## config.mk

```make
export PLATFORM = sky130hd
export DESIGN_NAME = next_fit_partition_allocator_flat
export DESIGN_NICKNAME = d
export VERILOG_FILES = /design/src/hw/rtl/nfpa_pkg.sv /design/src/hw/rtl/nfpa_if.sv /design/src/hw/rtl/nfpa_ram.sv /design/src/hw/rtl/nfpa_ctrl.sv /design/src/hw/rtl/nfpa_dp.sv /design/src/hw/rtl/next_fit_partition_allocator.sv /design/src/flat_wrapper.sv
export SDC_FILE = /design/constraint.sdc
export NUM_CORES = 2
export LEC_CHECK = 0
export BUFFER_PORTS_ARGS = -buffer_cell sky130_fd_sc_hd__buf_2
export CAP_MARGIN = 40
export CORE_MARGIN = 2
export CORE_UTILIZATION = 44
export CTS_CLUSTER_DIAMETER = 100
export CTS_CLUSTER_SIZE = 40
export DETAILED_ROUTE_END_ITERATION = 7
export SLEW_MARGIN = 20
export SYNTH_ARGS = -nofsm -noshare
export SYNTH_HDL_FRONTEND = slang
export SYNTH_HIERARCHICAL = 1
export SYNTH_SLANG_ARGS = --single-unit
```

## constraint.sdc

```tcl
create_clock -name clk -period 10.6 [get_ports clk]
set_input_delay 2.12 -clock clk [delete_from_list [all_inputs] [get_ports clk]]
set_output_delay 2.12 -clock clk [all_outputs]
set_load 0.03 [all_outputs]
```

## src/hw/rtl/nfpa_pkg.sv

```systemverilog
// nfpa_pkg: shared types, codes and field widths of the next-fit partition allocator
// no dependencies; imported by the interfaces and by every rtl module but nfpa_ram
`default_nettype none

package nfpa_pkg;

  // field widths of one input and one result transaction
  localparam int ACT_W  = 2;
  localparam int LEN_W  = 8;
  localparam int RIDX_W = 6;
  localparam int ST_W   = 2;
  localparam int WORD_W = 2 * LEN_W;

  // action codes
  localparam logic [ACT_W-1:0] ACT_CLEAR  = 2'd0;
  localparam logic [ACT_W-1:0] ACT_APPEND = 2'd1;
  localparam logic [ACT_W-1:0] ACT_ALLOC  = 2'd2;
  localparam logic [ACT_W-1:0] ACT_READ   = 2'd3;

  // result status codes
  localparam logic [ST_W-1:0] ST_OK    = 2'd0;
  localparam logic [ST_W-1:0] ST_NOFIT = 2'd1;
  localparam logic [ST_W-1:0] ST_FULL  = 2'd2;
  localparam logic [ST_W-1:0] ST_RANGE = 2'd3;

  // used length saturates here
  localparam logic [LEN_W-1:0] USED_MAX = 8'hFF;

  // controller to datapath
  typedef struct packed {
    logic            capture;
    logic            clear;
    logic            append;
    logic            res_err;
    logic [ST_W-1:0] err_code;
    logic            rd_issue;
    logic            rd_take;
    logic            scan_start;
    logic            scan_step;
    logic            push;
  } cmd_t;

  // datapath to controller
  typedef struct packed {
    logic [ACT_W-1:0] action;
    logic             full;
    logic             empty;
    logic             range_bad;
    logic             scan_hit;
    logic             scan_miss;
    logic             out_free;
  } sts_t;

endpackage

`default_nettype wire

```

## src/hw/rtl/nfpa_if.sv

```systemverilog
// nfpa_in_if / nfpa_out_if: valid-ready channels for action and result transactions
// depends on nfpa_pkg for field widths
`default_nettype none

interface nfpa_in_if;
  import nfpa_pkg::*;
  logic              valid;
  logic              ready;
  logic [ACT_W-1:0]  action;
  logic [LEN_W-1:0]  new_free_len;
  logic [LEN_W-1:0]  new_used_len;
  logic [LEN_W-1:0]  request_size;
  logic [RIDX_W-1:0] read_index;

  modport source (output valid, action, new_free_len, new_used_len, request_size,
                  read_index, input ready);
  modport sink (input valid, action, new_free_len, new_used_len, request_size,
                read_index, output ready);
endinterface

interface nfpa_out_if;
  import nfpa_pkg::*;
  logic              valid;
  logic              ready;
  logic [ST_W-1:0]   status;
  logic [RIDX_W-1:0] entry_index;
  logic [LEN_W-1:0]  entry_free_len;
  logic [LEN_W-1:0]  entry_used_len;

  modport source (output valid, status, entry_index, entry_free_len, entry_used_len,
                  input ready);
  modport sink (input valid, status, entry_index, entry_free_len, entry_used_len,
                output ready);
endinterface

`default_nettype wire

```

## src/hw/rtl/nfpa_ram.sv

```systemverilog
// nfpa_ram: generic single write port, single read port ram with registered read
// no dependencies
`default_nettype none

module nfpa_ram #(
  parameter int WIDTH = 16,
  parameter int DEPTH = 64
) (
  input  wire logic                     clk,
  input  wire logic                     we,
  input  wire logic [$clog2(DEPTH)-1:0] waddr,
  input  wire logic [WIDTH-1:0]         wdata,
  input  wire logic [$clog2(DEPTH)-1:0] raddr,
  output logic      [WIDTH-1:0]         rdata
);

  logic [WIDTH-1:0] mem [DEPTH];

  // write port
  always_ff @(posedge clk) begin
    if (we) begin
      mem[waddr] <= wdata;
    end
  end

  // registered read port
  always_ff @(posedge clk) begin
    rdata <= mem[raddr];
  end

endmodule

`default_nettype wire

```

## src/hw/rtl/nfpa_ctrl.sv

```systemverilog
// nfpa_ctrl: sequencer that steps one transaction through decode, table access and output
// depends on nfpa_pkg for cmd_t, sts_t and the action and status codes
`default_nettype none

module nfpa_ctrl (
  input  wire logic           clk,
  input  wire logic           rst_n,
  input  wire logic           in_valid,
  output logic                in_ready,
  input  wire nfpa_pkg::sts_t sts,
  output nfpa_pkg::cmd_t      cmd
);
  import nfpa_pkg::*;

  localparam logic [2:0] S_IDLE   = 3'd0;
  localparam logic [2:0] S_EXEC   = 3'd1;
  localparam logic [2:0] S_RDWAIT = 3'd2;
  localparam logic [2:0] S_SCAN   = 3'd3;
  localparam logic [2:0] S_PUSH   = 3'd4;

  logic [2:0] state_r;
  logic [2:0] state_nxt;

  // state register
  always_ff @(posedge clk) begin
    if (!rst_n) begin
      state_r <= S_IDLE;
    end else begin
      state_r <= state_nxt;
    end
  end

  assign in_ready = (state_r == S_IDLE);

  // next state and commands
  always_comb begin
    state_nxt = state_r;
    cmd       = '0;
    case (state_r)
      S_IDLE: begin
        if (in_valid) begin
          cmd.capture = 1'b1;
          state_nxt   = S_EXEC;
        end
      end
      S_EXEC: begin
        state_nxt = S_PUSH;
        case (sts.action)
          ACT_CLEAR: begin
            cmd.clear = 1'b1;
          end
          ACT_APPEND: begin
            if (sts.full) begin
              cmd.res_err  = 1'b1;
              cmd.err_code = ST_FULL;
            end else begin
              cmd.append = 1'b1;
            end
          end
          ACT_ALLOC: begin
            if (sts.empty) begin
              cmd.res_err  = 1'b1;
              cmd.err_code = ST_NOFIT;
            end else begin
              cmd.scan_start = 1'b1;
              state_nxt      = S_SCAN;
            end
          end
          ACT_READ: begin
            if (sts.range_bad) begin
              cmd.res_err  = 1'b1;
              cmd.err_code = ST_RANGE;
            end else begin
              cmd.rd_issue = 1'b1;
              state_nxt    = S_RDWAIT;
            end
          end
          default: begin
            cmd.res_err  = 1'b1;
            cmd.err_code = ST_RANGE;
          end
        endcase
      end
      S_RDWAIT: begin
        cmd.rd_take = 1'b1;
        state_nxt   = S_PUSH;
      end
      S_SCAN: begin
        cmd.scan_step = 1'b1;
        if (sts.scan_hit || sts.scan_miss) begin
          state_nxt = S_PUSH;
        end
      end
      S_PUSH: begin
        if (sts.out_free) begin
          cmd.push  = 1'b1;
          state_nxt = S_IDLE;
        end
      end
      default: begin
        state_nxt = S_IDLE;
      end
    endcase
  end

endmodule

`default_nettype wire

```

## src/hw/rtl/nfpa_dp.sv

```systemverilog
// nfpa_dp: partition table, count, rover, next-fit scan pointers and result registers
// depends on nfpa_pkg and nfpa_ram
`default_nettype none

module nfpa_dp #(
  parameter int MAX_PARTS = 64
) (
  input  wire logic                        clk,
  input  wire logic                        rst_n,
  input  wire nfpa_pkg::cmd_t              cmd,
  output nfpa_pkg::sts_t                   sts,
  input  wire logic [nfpa_pkg::ACT_W-1:0]  in_action,
  input  wire logic [nfpa_pkg::LEN_W-1:0]  in_new_free_len,
  input  wire logic [nfpa_pkg::LEN_W-1:0]  in_new_used_len,
  input  wire logic [nfpa_pkg::LEN_W-1:0]  in_request_size,
  input  wire logic [nfpa_pkg::RIDX_W-1:0] in_read_index,
  output logic                             out_valid,
  input  wire logic                        out_ready,
  output logic      [nfpa_pkg::ST_W-1:0]   out_status,
  output logic      [nfpa_pkg::RIDX_W-1:0] out_entry_index,
  output logic      [nfpa_pkg::LEN_W-1:0]  out_entry_free_len,
  output logic      [nfpa_pkg::LEN_W-1:0]  out_entry_used_len
);
  import nfpa_pkg::*;

  localparam int IW = $clog2(MAX_PARTS);
  localparam int CW = $clog2(MAX_PARTS + 1);
  localparam int XW = (CW > RIDX_W) ? CW : RIDX_W;

  // captured transaction
  logic [ACT_W-1:0]  act_r;
  logic [LEN_W-1:0]  nfree_r, nused_r, req_r;
  logic [RIDX_W-1:0] ridx_r;

  // table state and scan state
  logic [CW-1:0] count_r, count_nxt;
  logic [IW-1:0] rover_r, rover_nxt;
  logic [IW-1:0] rd_ptr_r, rd_ptr_nxt;
  logic [CW-1:0] issued_r, issued_nxt;
  logic [IW-1:0] chk_ptr_r, chk_ptr_nxt;
  logic          chk_vld_r, chk_vld_nxt;

  // staged result and output register
  logic [ST_W-1:0]   res_st_r, res_st_nxt;
  logic [IW-1:0]     res_idx_r, res_idx_nxt;
  logic [LEN_W-1:0]  res_free_r, res_free_nxt;
  logic [LEN_W-1:0]  res_used_r, res_used_nxt;
  logic              out_valid_r, out_valid_nxt;
  logic [ST_W-1:0]   out_st_r;
  logic [RIDX_W-1:0] out_idx_r;
  logic [LEN_W-1:0]  out_free_r, out_used_r;

  // ram ports
  logic              ram_we;
  logic [IW-1:0]     ram_waddr, ram_raddr;
  logic [WORD_W-1:0] ram_wdata, ram_rdata;
  logic [LEN_W-1:0]  rd_free, rd_used;

  // scan arithmetic
  logic              issue;
  logic [CW-1:0]     rd_ptr_inc, chk_ptr_inc;
  logic [LEN_W:0]    used_sum;
  logic [LEN_W-1:0]  used_sat, free_left;

  nfpa_ram #(
    .WIDTH (WORD_W),
    .DEPTH (MAX_PARTS)
  ) u_ram (
    .clk   (clk),
    .we    (ram_we),
    .waddr (ram_waddr),
    .wdata (ram_wdata),
    .raddr (ram_raddr),
    .rdata (ram_rdata)
  );

  assign rd_free = ram_rdata[WORD_W-1:LEN_W];
  assign rd_used = ram_rdata[LEN_W-1:0];

  assign issue       = (issued_r < count_r);
  assign rd_ptr_inc  = CW'(rd_ptr_r) + CW'(1);
  assign chk_ptr_inc = CW'(chk_ptr_r) + CW'(1);
  assign used_sum    = {1'b0, rd_used} + {1'b0, req_r};
  assign used_sat    = used_sum[LEN_W] ? USED_MAX : used_sum[LEN_W-1:0];
  assign free_left   = rd_free - req_r;

  // status to the controller
  always_comb begin
    sts.action    = act_r;
    sts.full      = (count_r == CW'(MAX_PARTS));
    sts.empty     = (count_r == '0);
    sts.range_bad = (XW'(ridx_r) >= XW'(count_r));
    sts.scan_hit  = chk_vld_r && (rd_free >= req_r);
    sts.scan_miss = !chk_vld_r && (issued_r == count_r);
    sts.out_free  = !out_valid_r || out_ready;
  end

  // table update, scan stepping and result staging
  always_comb begin
    count_nxt    = count_r;
    rover_nxt    = rover_r;
    rd_ptr_nxt   = rd_ptr_r;
    issued_nxt   = issued_r;
    chk_ptr_nxt  = chk_ptr_r;
    chk_vld_nxt  = 1'b0;
    res_st_nxt   = res_st_r;
    res_idx_nxt  = res_idx_r;
    res_free_nxt = res_free_r;
    res_used_nxt = res_used_r;
    ram_we       = 1'b0;
    ram_waddr    = IW'(count_r);
    ram_wdata    = {nfree_r, nused_r};
    ram_raddr    = rd_ptr_r;

    if (cmd.clear) begin
      count_nxt    = '0;
      rover_nxt    = '0;
      res_st_nxt   = ST_OK;
      res_idx_nxt  = '0;
      res_free_nxt = '0;
      res_used_nxt = '0;
    end

    if (cmd.res_err) begin
      res_st_nxt   = cmd.err_code;
      res_idx_nxt  = '0;
      res_free_nxt = '0;
      res_used_nxt = '0;
    end

    // append at the end of the table
    if (cmd.append) begin
      ram_we       = 1'b1;
      count_nxt    = count_r + CW'(1);
      res_st_nxt   = ST_OK;
      res_idx_nxt  = IW'(count_r);
      res_free_nxt = nfree_r;
      res_used_nxt = nused_r;
    end

    // read back one entry
    if (cmd.rd_issue) begin
      ram_raddr = IW'(ridx_r);
    end
    if (cmd.rd_take) begin
      res_st_nxt   = ST_OK;
      res_idx_nxt  = IW'(ridx_r);
      res_free_nxt = rd_free;
      res_used_nxt = rd_used;
    end

    // next-fit scan from the rover
    if (cmd.scan_start) begin
      rd_ptr_nxt = rover_r;
      issued_nxt = '0;
    end
    if (cmd.scan_step) begin
      if (issue) begin
        rd_ptr_nxt  = (rd_ptr_inc == count_r) ? '0 : IW'(rd_ptr_inc);
        issued_nxt  = issued_r + CW'(1);
        chk_vld_nxt = 1'b1;
        chk_ptr_nxt = rd_ptr_r;
      end
      if (sts.scan_hit) begin
        chk_vld_nxt  = 1'b0;
        ram_we       = 1'b1;
        ram_waddr    = chk_ptr_r;
        ram_wdata    = {free_left, used_sat};
        rover_nxt    = (chk_ptr_inc == count_r) ? '0 : IW'(chk_ptr_inc);
        res_st_nxt   = ST_OK;
        res_idx_nxt  = chk_ptr_r;
        res_free_nxt = free_left;
        res_used_nxt = used_sat;
      end else if (sts.scan_miss) begin
        res_st_nxt   = ST_NOFIT;
        res_idx_nxt  = '0;
        res_free_nxt = '0;
        res_used_nxt = '0;
      end
    end
  end

  // output handshake
  always_comb begin
    out_valid_nxt = out_valid_r;
    if (cmd.push) begin
      out_valid_nxt = 1'b1;
    end else if (out_ready) begin
      out_valid_nxt = 1'b0;
    end
  end

  // control registers
  always_ff @(posedge clk) begin
    if (!rst_n) begin
      count_r     <= '0;
      rover_r     <= '0;
      chk_vld_r   <= 1'b0;
      out_valid_r <= 1'b0;
    end else begin
      count_r     <= count_nxt;
      rover_r     <= rover_nxt;
      chk_vld_r   <= chk_vld_nxt;
      out_valid_r <= out_valid_nxt;
    end
  end

  // payload registers
  always_ff @(posedge clk) begin
    if (cmd.capture) begin
      act_r   <= in_action;
      nfree_r <= in_new_free_len;
      nused_r <= in_new_used_len;
      req_r   <= in_request_size;
      ridx_r  <= in_read_index;
    end
    rd_ptr_r   <= rd_ptr_nxt;
    issued_r   <= issued_nxt;
    chk_ptr_r  <= chk_ptr_nxt;
    res_st_r   <= res_st_nxt;
    res_idx_r  <= res_idx_nxt;
    res_free_r <= res_free_nxt;
    res_used_r <= res_used_nxt;
    if (cmd.push) begin
      out_st_r   <= res_st_r;
      out_idx_r  <= RIDX_W'(res_idx_r);
      out_free_r <= res_free_r;
      out_used_r <= res_used_r;
    end
  end

  assign out_valid          = out_valid_r;
  assign out_status         = out_st_r;
  assign out_entry_index    = out_idx_r;
  assign out_entry_free_len = out_free_r;
  assign out_entry_used_len = out_used_r;

endmodule

`default_nettype wire

```

## src/hw/rtl/next_fit_partition_allocator.sv

```systemverilog
// next_fit_partition_allocator: top level joining the sequencer and the table datapath
// depends on nfpa_pkg, nfpa_if, nfpa_ctrl, nfpa_dp (and nfpa_ram below it)
//
// Usage: in_tr carries one action per transaction (clear, append, allocate, read);
// out_tr returns exactly one result transaction for each, in order.
// One transaction is worked on at a time; in_ready is high only while idle.
// A clear, an append and every error case go from decode straight to the output stage;
// a read first waits for the registered ram read, and an allocation scans entries
// from the rover until one fits or all n entries have been checked.
// The scan reads one table entry per cycle through the single ram read port.
// The result sits in an output register; the next item is accepted and worked on
// while it waits, and a finished result waits only if the previous one is untaken.
// Reset (rst_n low, synchronous) empties the table and zeroes the rover; table
// contents are not cleared and are only ever read below the entry count.
`default_nettype none

module next_fit_partition_allocator #(
  parameter int MAX_PARTS = 64
) (
  input wire logic  clk,
  input wire logic  rst_n,
  nfpa_in_if.sink   in_tr,
  nfpa_out_if.source out_tr
);
  import nfpa_pkg::*;

  cmd_t cmd;
  sts_t sts;

  nfpa_ctrl u_ctrl (
    .clk      (clk),
    .rst_n    (rst_n),
    .in_valid (in_tr.valid),
    .in_ready (in_tr.ready),
    .sts      (sts),
    .cmd      (cmd)
  );

  nfpa_dp #(
    .MAX_PARTS (MAX_PARTS)
  ) u_dp (
    .clk                (clk),
    .rst_n              (rst_n),
    .cmd                (cmd),
    .sts                (sts),
    .in_action          (in_tr.action),
    .in_new_free_len    (in_tr.new_free_len),
    .in_new_used_len    (in_tr.new_used_len),
    .in_request_size    (in_tr.request_size),
    .in_read_index      (in_tr.read_index),
    .out_valid          (out_tr.valid),
    .out_ready          (out_tr.ready),
    .out_status         (out_tr.status),
    .out_entry_index    (out_tr.entry_index),
    .out_entry_free_len (out_tr.entry_free_len),
    .out_entry_used_len (out_tr.entry_used_len)
  );

endmodule

`default_nettype wire

```

## src/flat_wrapper.sv

```systemverilog
// flat-port wrapper written by rule: the top's interface ports become plain ports
module next_fit_partition_allocator_flat import nfpa_pkg::*;
#(
  parameter int MAX_PARTS = 64
)
  (clk, rst_n, in_tr_valid, in_tr_action, in_tr_new_free_len, in_tr_new_used_len, in_tr_request_size, in_tr_read_index, in_tr_ready, out_tr_valid, out_tr_status, out_tr_entry_index, out_tr_entry_free_len, out_tr_entry_used_len, out_tr_ready);
  nfpa_in_if in_tr_i ();
  nfpa_out_if out_tr_i ();
  input wire logic clk;
  input wire logic rst_n;
  input wire logic [$bits(in_tr_i.valid)-1:0] in_tr_valid;
  input wire logic [$bits(in_tr_i.action)-1:0] in_tr_action;
  input wire logic [$bits(in_tr_i.new_free_len)-1:0] in_tr_new_free_len;
  input wire logic [$bits(in_tr_i.new_used_len)-1:0] in_tr_new_used_len;
  input wire logic [$bits(in_tr_i.request_size)-1:0] in_tr_request_size;
  input wire logic [$bits(in_tr_i.read_index)-1:0] in_tr_read_index;
  output wire logic [$bits(in_tr_i.ready)-1:0] in_tr_ready;
  output wire logic [$bits(out_tr_i.valid)-1:0] out_tr_valid;
  output wire logic [$bits(out_tr_i.status)-1:0] out_tr_status;
  output wire logic [$bits(out_tr_i.entry_index)-1:0] out_tr_entry_index;
  output wire logic [$bits(out_tr_i.entry_free_len)-1:0] out_tr_entry_free_len;
  output wire logic [$bits(out_tr_i.entry_used_len)-1:0] out_tr_entry_used_len;
  input wire logic [$bits(out_tr_i.ready)-1:0] out_tr_ready;
  assign in_tr_i.valid = in_tr_valid;
  assign in_tr_i.action = in_tr_action;
  assign in_tr_i.new_free_len = in_tr_new_free_len;
  assign in_tr_i.new_used_len = in_tr_new_used_len;
  assign in_tr_i.request_size = in_tr_request_size;
  assign in_tr_i.read_index = in_tr_read_index;
  assign in_tr_ready = in_tr_i.ready;
  assign out_tr_valid = out_tr_i.valid;
  assign out_tr_status = out_tr_i.status;
  assign out_tr_entry_index = out_tr_i.entry_index;
  assign out_tr_entry_free_len = out_tr_i.entry_free_len;
  assign out_tr_entry_used_len = out_tr_i.entry_used_len;
  assign out_tr_i.ready = out_tr_ready;
  next_fit_partition_allocator #(.MAX_PARTS(MAX_PARTS)) u_core (.clk(clk), .rst_n(rst_n), .in_tr(in_tr_i), .out_tr(out_tr_i));
endmodule
```

[After elaboration in Yosys (flattened, before gate mapping)]
Memory sizes are Yosys's and may differ from the RTL's. A register that Yosys moved wholly into a read port is not among the register bits.
Cells that the tools add are included.
Storage, ports and cells
  input port bits: 36
  bits in latches: 0
  memories: 1
  memory bits (writable): 1024
  word-level logic and storage cells: 142
  output and inout port bits: 26
  flip-flop bits (word level): 117
  ROM bits: 0
Memory list
  u_core.u_dp.u_ram.mem: depth 64, bits a word 16, rd ports 1, clocked after Yosys merged registers in 1, write ports 1, RTL line nfpa_ram.sv:17  | logic [WIDTH-1:0] mem [DEPTH];
Cells by class
  add/sub/neg operators: 6
  shifts and indexed selects: 0
  magnitude comparators: 3
  equal/unequal tests: 14
  muxes and demuxes: 81
  bitwise operators: 2
  multiply operators: 0
  reduce and logical (&&, ||, !) cells: 14
  divide/modulo/power cells: 0
Operators with widths (number)
  8-bit two-way mux: 15
  6-bit two-way mux: 19
  7-bit two-way mux: 5
  16-bit two-way mux: 2
  3-bit two-way mux: 8
  1-bit two-way mux: 22
  7-bit == test: 3
  3-bit one-hot mux with 5 select lines: 1
  6-bit by 1-bit adder with 7-bit output (second input constant): 2
  7-bit by 1-bit adder with 7-bit output (second input constant): 2
  2-bit two-way mux: 7
  8-bit by 8-bit adder with 9-bit output: 1
  3-bit one-hot mux with 3 select lines: 1
  8-bit greater-or-equal comparator: 1
  8-bit subtractor: 1
  7-bit == test (second input constant): 1
  6-bit by 7-bit greater-or-equal comparator with 1-bit output: 1
  7-bit logical NOT: 1
  7-bit < comparator: 1
  3-bit by 2-bit == test with 1-bit output (second input constant): 2
  3-bit one-hot mux with 2 select lines: 1
  2-bit == test (second input constant): 2
  2-bit != test (second input constant): 2
  2-bit nonzero test: 2
  13 further kinds: 17

[Logic depth before layout (Yosys ltp)]
  word-level depth: 11
  depth in mapped cells: 22
  mapped depth without buffers: 17

[By module]
The synthesis kept the hierarchy.
Modules (own cells, without submodules)
  nfpa_ram: instances 1, seq. area each 31069.8 sq um, area each 40042.2 sq um, cells each 1829
  nfpa_dp: instances 1, seq. area each 2902.8 sq um, area each 5949.5 sq um, cells each 586
  nfpa_ctrl: instances 1, seq. area each 60.1 sq um, area each 285.3 sq um, cells each 39

[Worst setup path after synthesis]
No wires, ideal clock.
  path kind: reg-to-reg
  from: reg u_core.u_dp.req_r[0]
  to: mem u_core.u_dp.u_ram.mem[0][15] (data pin)
  setup slack: 5704 ps
  stages on the path, launching flop included: 11
  clock period less this slack: 4896 ps
  required time: 9898 ps
  library setup time: 702 ps
  arrival: 4194 ps
  buffers on the path: 2
  cells stage by stage: edfxtp_1 > ha_1 > inv_1 > fa_1 > nand3_1 > nand4_1 > a221oi_2 > or2_1 > buf_2 > buf_2 > o21ai_0
On the way
  cells in the longest elaborated chain, start to end: 4
  elaborated cells on any way between the ends: 5
  classes of those cells: 1 x add/sub; 1 x order compare; 2 x mux; 1 x reduce/logical
Ends and longest elaborated chain
  from (decl): RTL line nfpa_dp.sv:32  | logic [LEN_W-1:0] nfree_r, nused_r, req_r;
  from (signal assigned): RTL line nfpa_dp.sv:214  | req_r <= in_request_size;
  8-bit greater-or-equal comparator: RTL line nfpa_dp.sv:93  | sts.scan_hit = chk_vld_r && (rd_free >= req_r);
  1-bit logical AND: RTL line nfpa_dp.sv:93
  16-bit two-way mux *: RTL line nfpa_dp.sv:164  | if (sts.scan_hit) begin
  16-bit two-way mux *: RTL line nfpa_dp.sv:157  | if (cmd.scan_step) begin
  named net u_core.u_dp.ram_wdata[15]: RTL line nfpa_dp.sv:56  | logic [WORD_W-1:0] ram_wdata, ram_rdata;
  to (decl): RTL line nfpa_ram.sv:17
The timed path passes the listed nets; every way through them passes the cells marked *.

==> impl_results.md <==
* Status: finished, final reports clean
* Post-layout min period at ~5800 ps
* Critical Path AT at 6390 ps
* Fin cells at between 3k and 4k
* GP Congestion at 0.880
* Postcts setup bufs at 0
* Post-CTS sizing at 0
* Hold crit path type: flop to flop
* Clock Path Buffers at 3
* Synthesis-to-finish area growth at 8.19%
* First-pass GRT wire length at 168000 um
* Startpoint class of the critical path: flop
* Grt total ovfl at 0
* Full die area at 108000 um2
* Fill count at 8576
* Core Footprint at between 100000 and 150000 um2
* Unrepaired setup endpoints after global routing: false
* GRT Total Usage at 0.214
* Data required time of the worst path at about 11000 ps
* Asr flop ratio synth at 0
* # IOs at just over 60
* DIE WIDTH at 328 um
* Worst path bufs/invs at 2
* Achievable frequency at approximately 0.17 GHz
* Cells after synthesis at between 2k and 2.5k
* CTS clk-pin slew, worst paths at roughly 140 ps
* Synth Cell Area at 46300 um2
* Final Instance Area at 50100 um2
* Multi-input combinational cell area at 11500 um2
* Setup TNS at 0 ps
* Synth warn at 6
* Initial Util at 0.445
* Avg Inst Size Synth at approximately 19 um2
* Vias in the first global route at about 24k
* Worst Hold Depth at 0
* CTS tree: yes
* Slew HR at 0.307
* Nets at roughly 2.6k
* Clock sink count at approximately 1.2k
* Worst-path cell with the longest stage delay: mux2_8
* Row count at around 120
* Critical Path Max Stage Delay at between 700 and 800 ps
* DRC errors left at 0
* Yosys cell types at between 70 and 80
* Total power at 0.00790 W
* # H-tree levels at 2
* Routed vias at around 24k
* Pwr Density at ~160 nW/um2
* CP Depth at 16
* Final HPWL from detailed placement at about 74000 um
* Ys flop type: edfxtp_1
* Final period utilization at 0.551
* Synth area leaders: edfxtp_1 (70%), mux4_2 (11%), dfxtp_1 (3.1%)
* Dpl cell area at 48700 um2
* Hold Vio Cnt, Final at 0
* Root buffer cell: clkbuf_16
* Initial DRC count at 2889
* Crit path kind: flop to flop
* CTS buffer count at 38
* Top cell type's share of synthesized area at 0.705
* Lkg Pwr at 15.1 nW
* Cell family with most CP delay: compound AO/OA/AOI/OAI gates
* Final max-slew violation count at 0
* Die Ht at 328 um
* Slew @ Worst Pin at 1040 ps
* Max Cap Viol at 0
* Crit. End Element: flop
* CTS Hold Buffers Added at 0
* IO buf count at 61
* Sequential area share after synthesis at 0.735
* Top cell type by total area after synthesis: edfxtp_1
* Post-DR vias/cell at 6.02
* Layout cells sized above 1 at 0.215
* Flops & latches, synth at 1157
* Initial antenna violation count at 7
* Largest net degree at the start of global routing at 128
* Register area at between 30000 and 40000 um2
* Crit-path cells: ha_1 > nand2b_1 > a21o_1 > a21oi_1 > nor2b_1 > o21ai_0 > a211oi_1 > or3_1 > inv_1 > mux2_8 > buf_12 > nor2b_1 > a22oi_1 > a41oi_1 > o21ai_0 > and4_1
* Post-synth EDFFs at between 1k and 1.5k
* Max FO, Critical Path at ~130
* VDD IR max at 0.113 mV
* Reg2reg path depth at 16
* Skew-Pair Late Insertion Delay at about 660 ps
* 1st-pass router iterations at 7
* Syn_nets at 2526
* Post-Place Cells at just under 4k
* Final wirelength at approximately 120000 um
* Antenna-violating nets left at 0
* Final setup violating endpoints at 0
* WL/cell at slightly below 30 um
* Clk_skew at between 60 and 70 ps
## cell usage after synthesis (all sizes together), types with 34 or more instances
master  instances
a21oi          48
nor2b          39
clkbuf         49
nand3          42
a22oi          61
dfxtp          71
mux2           36
ha             34
mux4          224
nand2         135
o21ai          50
edfxtp       1086
mux2i          89
buf            92
nor2          101
## report_power, final
group / total (W) / switching [W] / internal, W / leakage (nW)
logic: 0.000620 / 0.000409 / 0.000212 / 4.16
registers: 0.00517 / 0.0000617 / 0.00511 / 10.4
clock network: 0.00211 / 0.00135 / 0.000755 / 0.599
total: 0.00790 / 0.00182 / 0.00608 / 15.1
## sequential cells by signal, indices dropped and copies added, names as in the netlist, 2 cells and up
name                            count
u_core/u_dp/issued_r                7
u_core/u_dp/res_idx_r               6
u_core/u_dp/req_r                   8
u_core/u_dp/nused_r                 8
u_core/u_dp/u_ram/rdata            16
u_core/u_dp/res_st_r                2
u_core/u_dp/out_entry_used_len      8
u_core/u_dp/nfree_r                 8
u_core/u_dp/rover_r                 6
u_core/u_dp/ridx_r                  6
u_core/u_ctrl/state_r               3
u_core/u_dp/u_ram/mem            1024
u_core/u_dp/res_used_r              8
u_core/u_dp/chk_ptr_r               6
u_core/u_dp/out_status              2
u_core/u_dp/res_free_r              8
u_core/u_dp/count_r                 7
u_core/u_dp/out_entry_index         6
u_core/u_dp/act_r                   2
u_core/u_dp/out_entry_free_len      8
u_core/u_dp/rd_ptr_r                6
## worst register-to-register path, cell delays in order (launching register included)
cell and delay (ps):
dfxtp_1 580, ha_1 300, nand2b_1 160, a21o_1 200
a21oi_1 150, nor2b_1 60, o21ai_0 140, a211oi_1 120
or3_1 430, inv_1 280, mux2_8 720, buf_12 610
nor2b_1 830, a22oi_1 190, a41oi_1 530, o21ai_0 230
and4_1 240
## path summary, 6_finish.rpt
path | from | endpoint | slack [ps]
worst max-delay path | u_core/u_dp/count_r[0] | u_core/u_dp/u_ram/rdata[14] | 4760
worst max register to register | u_core/u_dp/count_r[0] | u_core/u_dp/u_ram/rdata[14] | 4760
worst min-delay path | u_core/u_dp/res_used_r[3] | u_core/u_dp/out_entry_used_len[3] | 450
worst min register to register | u_core/u_dp/res_used_r[3] | u_core/u_dp/out_entry_used_len[3] | 450
## final cells by class
type                       instances  share of cell area
clock inverter                    12             0.00362
tap                             1380              0.0345
antenna                            2            0.000100
multi-input combinational       1135               0.229
inverter                          21             0.00157
timing repair buffer             181              0.0299
sequential                      1157               0.680
clock buffer                      57              0.0214
## layout by cell type, fill, tap and decap left out, drive strengths merged, types with 42 or more instances in the layout
cell,synthesis,routed
edfxtp,1086,1086
mux4,224,224
buf,92,181
nand2,135,135
nor2,101,101
mux2i,89,89
dfxtp,71,71
a22oi,61,61
clkbuf,49,57
o21ai,50,50
a21oi,48,48
nand3,42,42
## routing by layer
metal,wire length [um],GRT usage
met5,13,0
met4,3310,0.0578
met3,7620,0.0284
met2,56400,0.353
met1,48400,0.302
## per-stage QoR
stage,utilization,hold slack (ps),worst slack [ps]
floorplan,-,400,5700
global placement,0.464,414,4470
detailed placement,0.468,417,4570
CTS,0.480,439,4590
global route,0.482,458,4360
finish,0.482,448,4760
## cells by family after synthesis
| logic type | after synthesis | synth area share |
|---|---|---|
| DFF | 1157 | 0.735 |
| and+or+nand+nor | 421 | 0.0446 |
| muxes | 349 | 0.137 |
| AOI/OAI and AO/OA | 303 | 0.0464 |
| buffers and inverters | 162 | 0.0210 |
| adders and majority gates | 36 | 0.0101 |
| xor gates and xnor gates | 26 | 0.00522 |
Note: power is estimated with default switching activity, not from simulation.
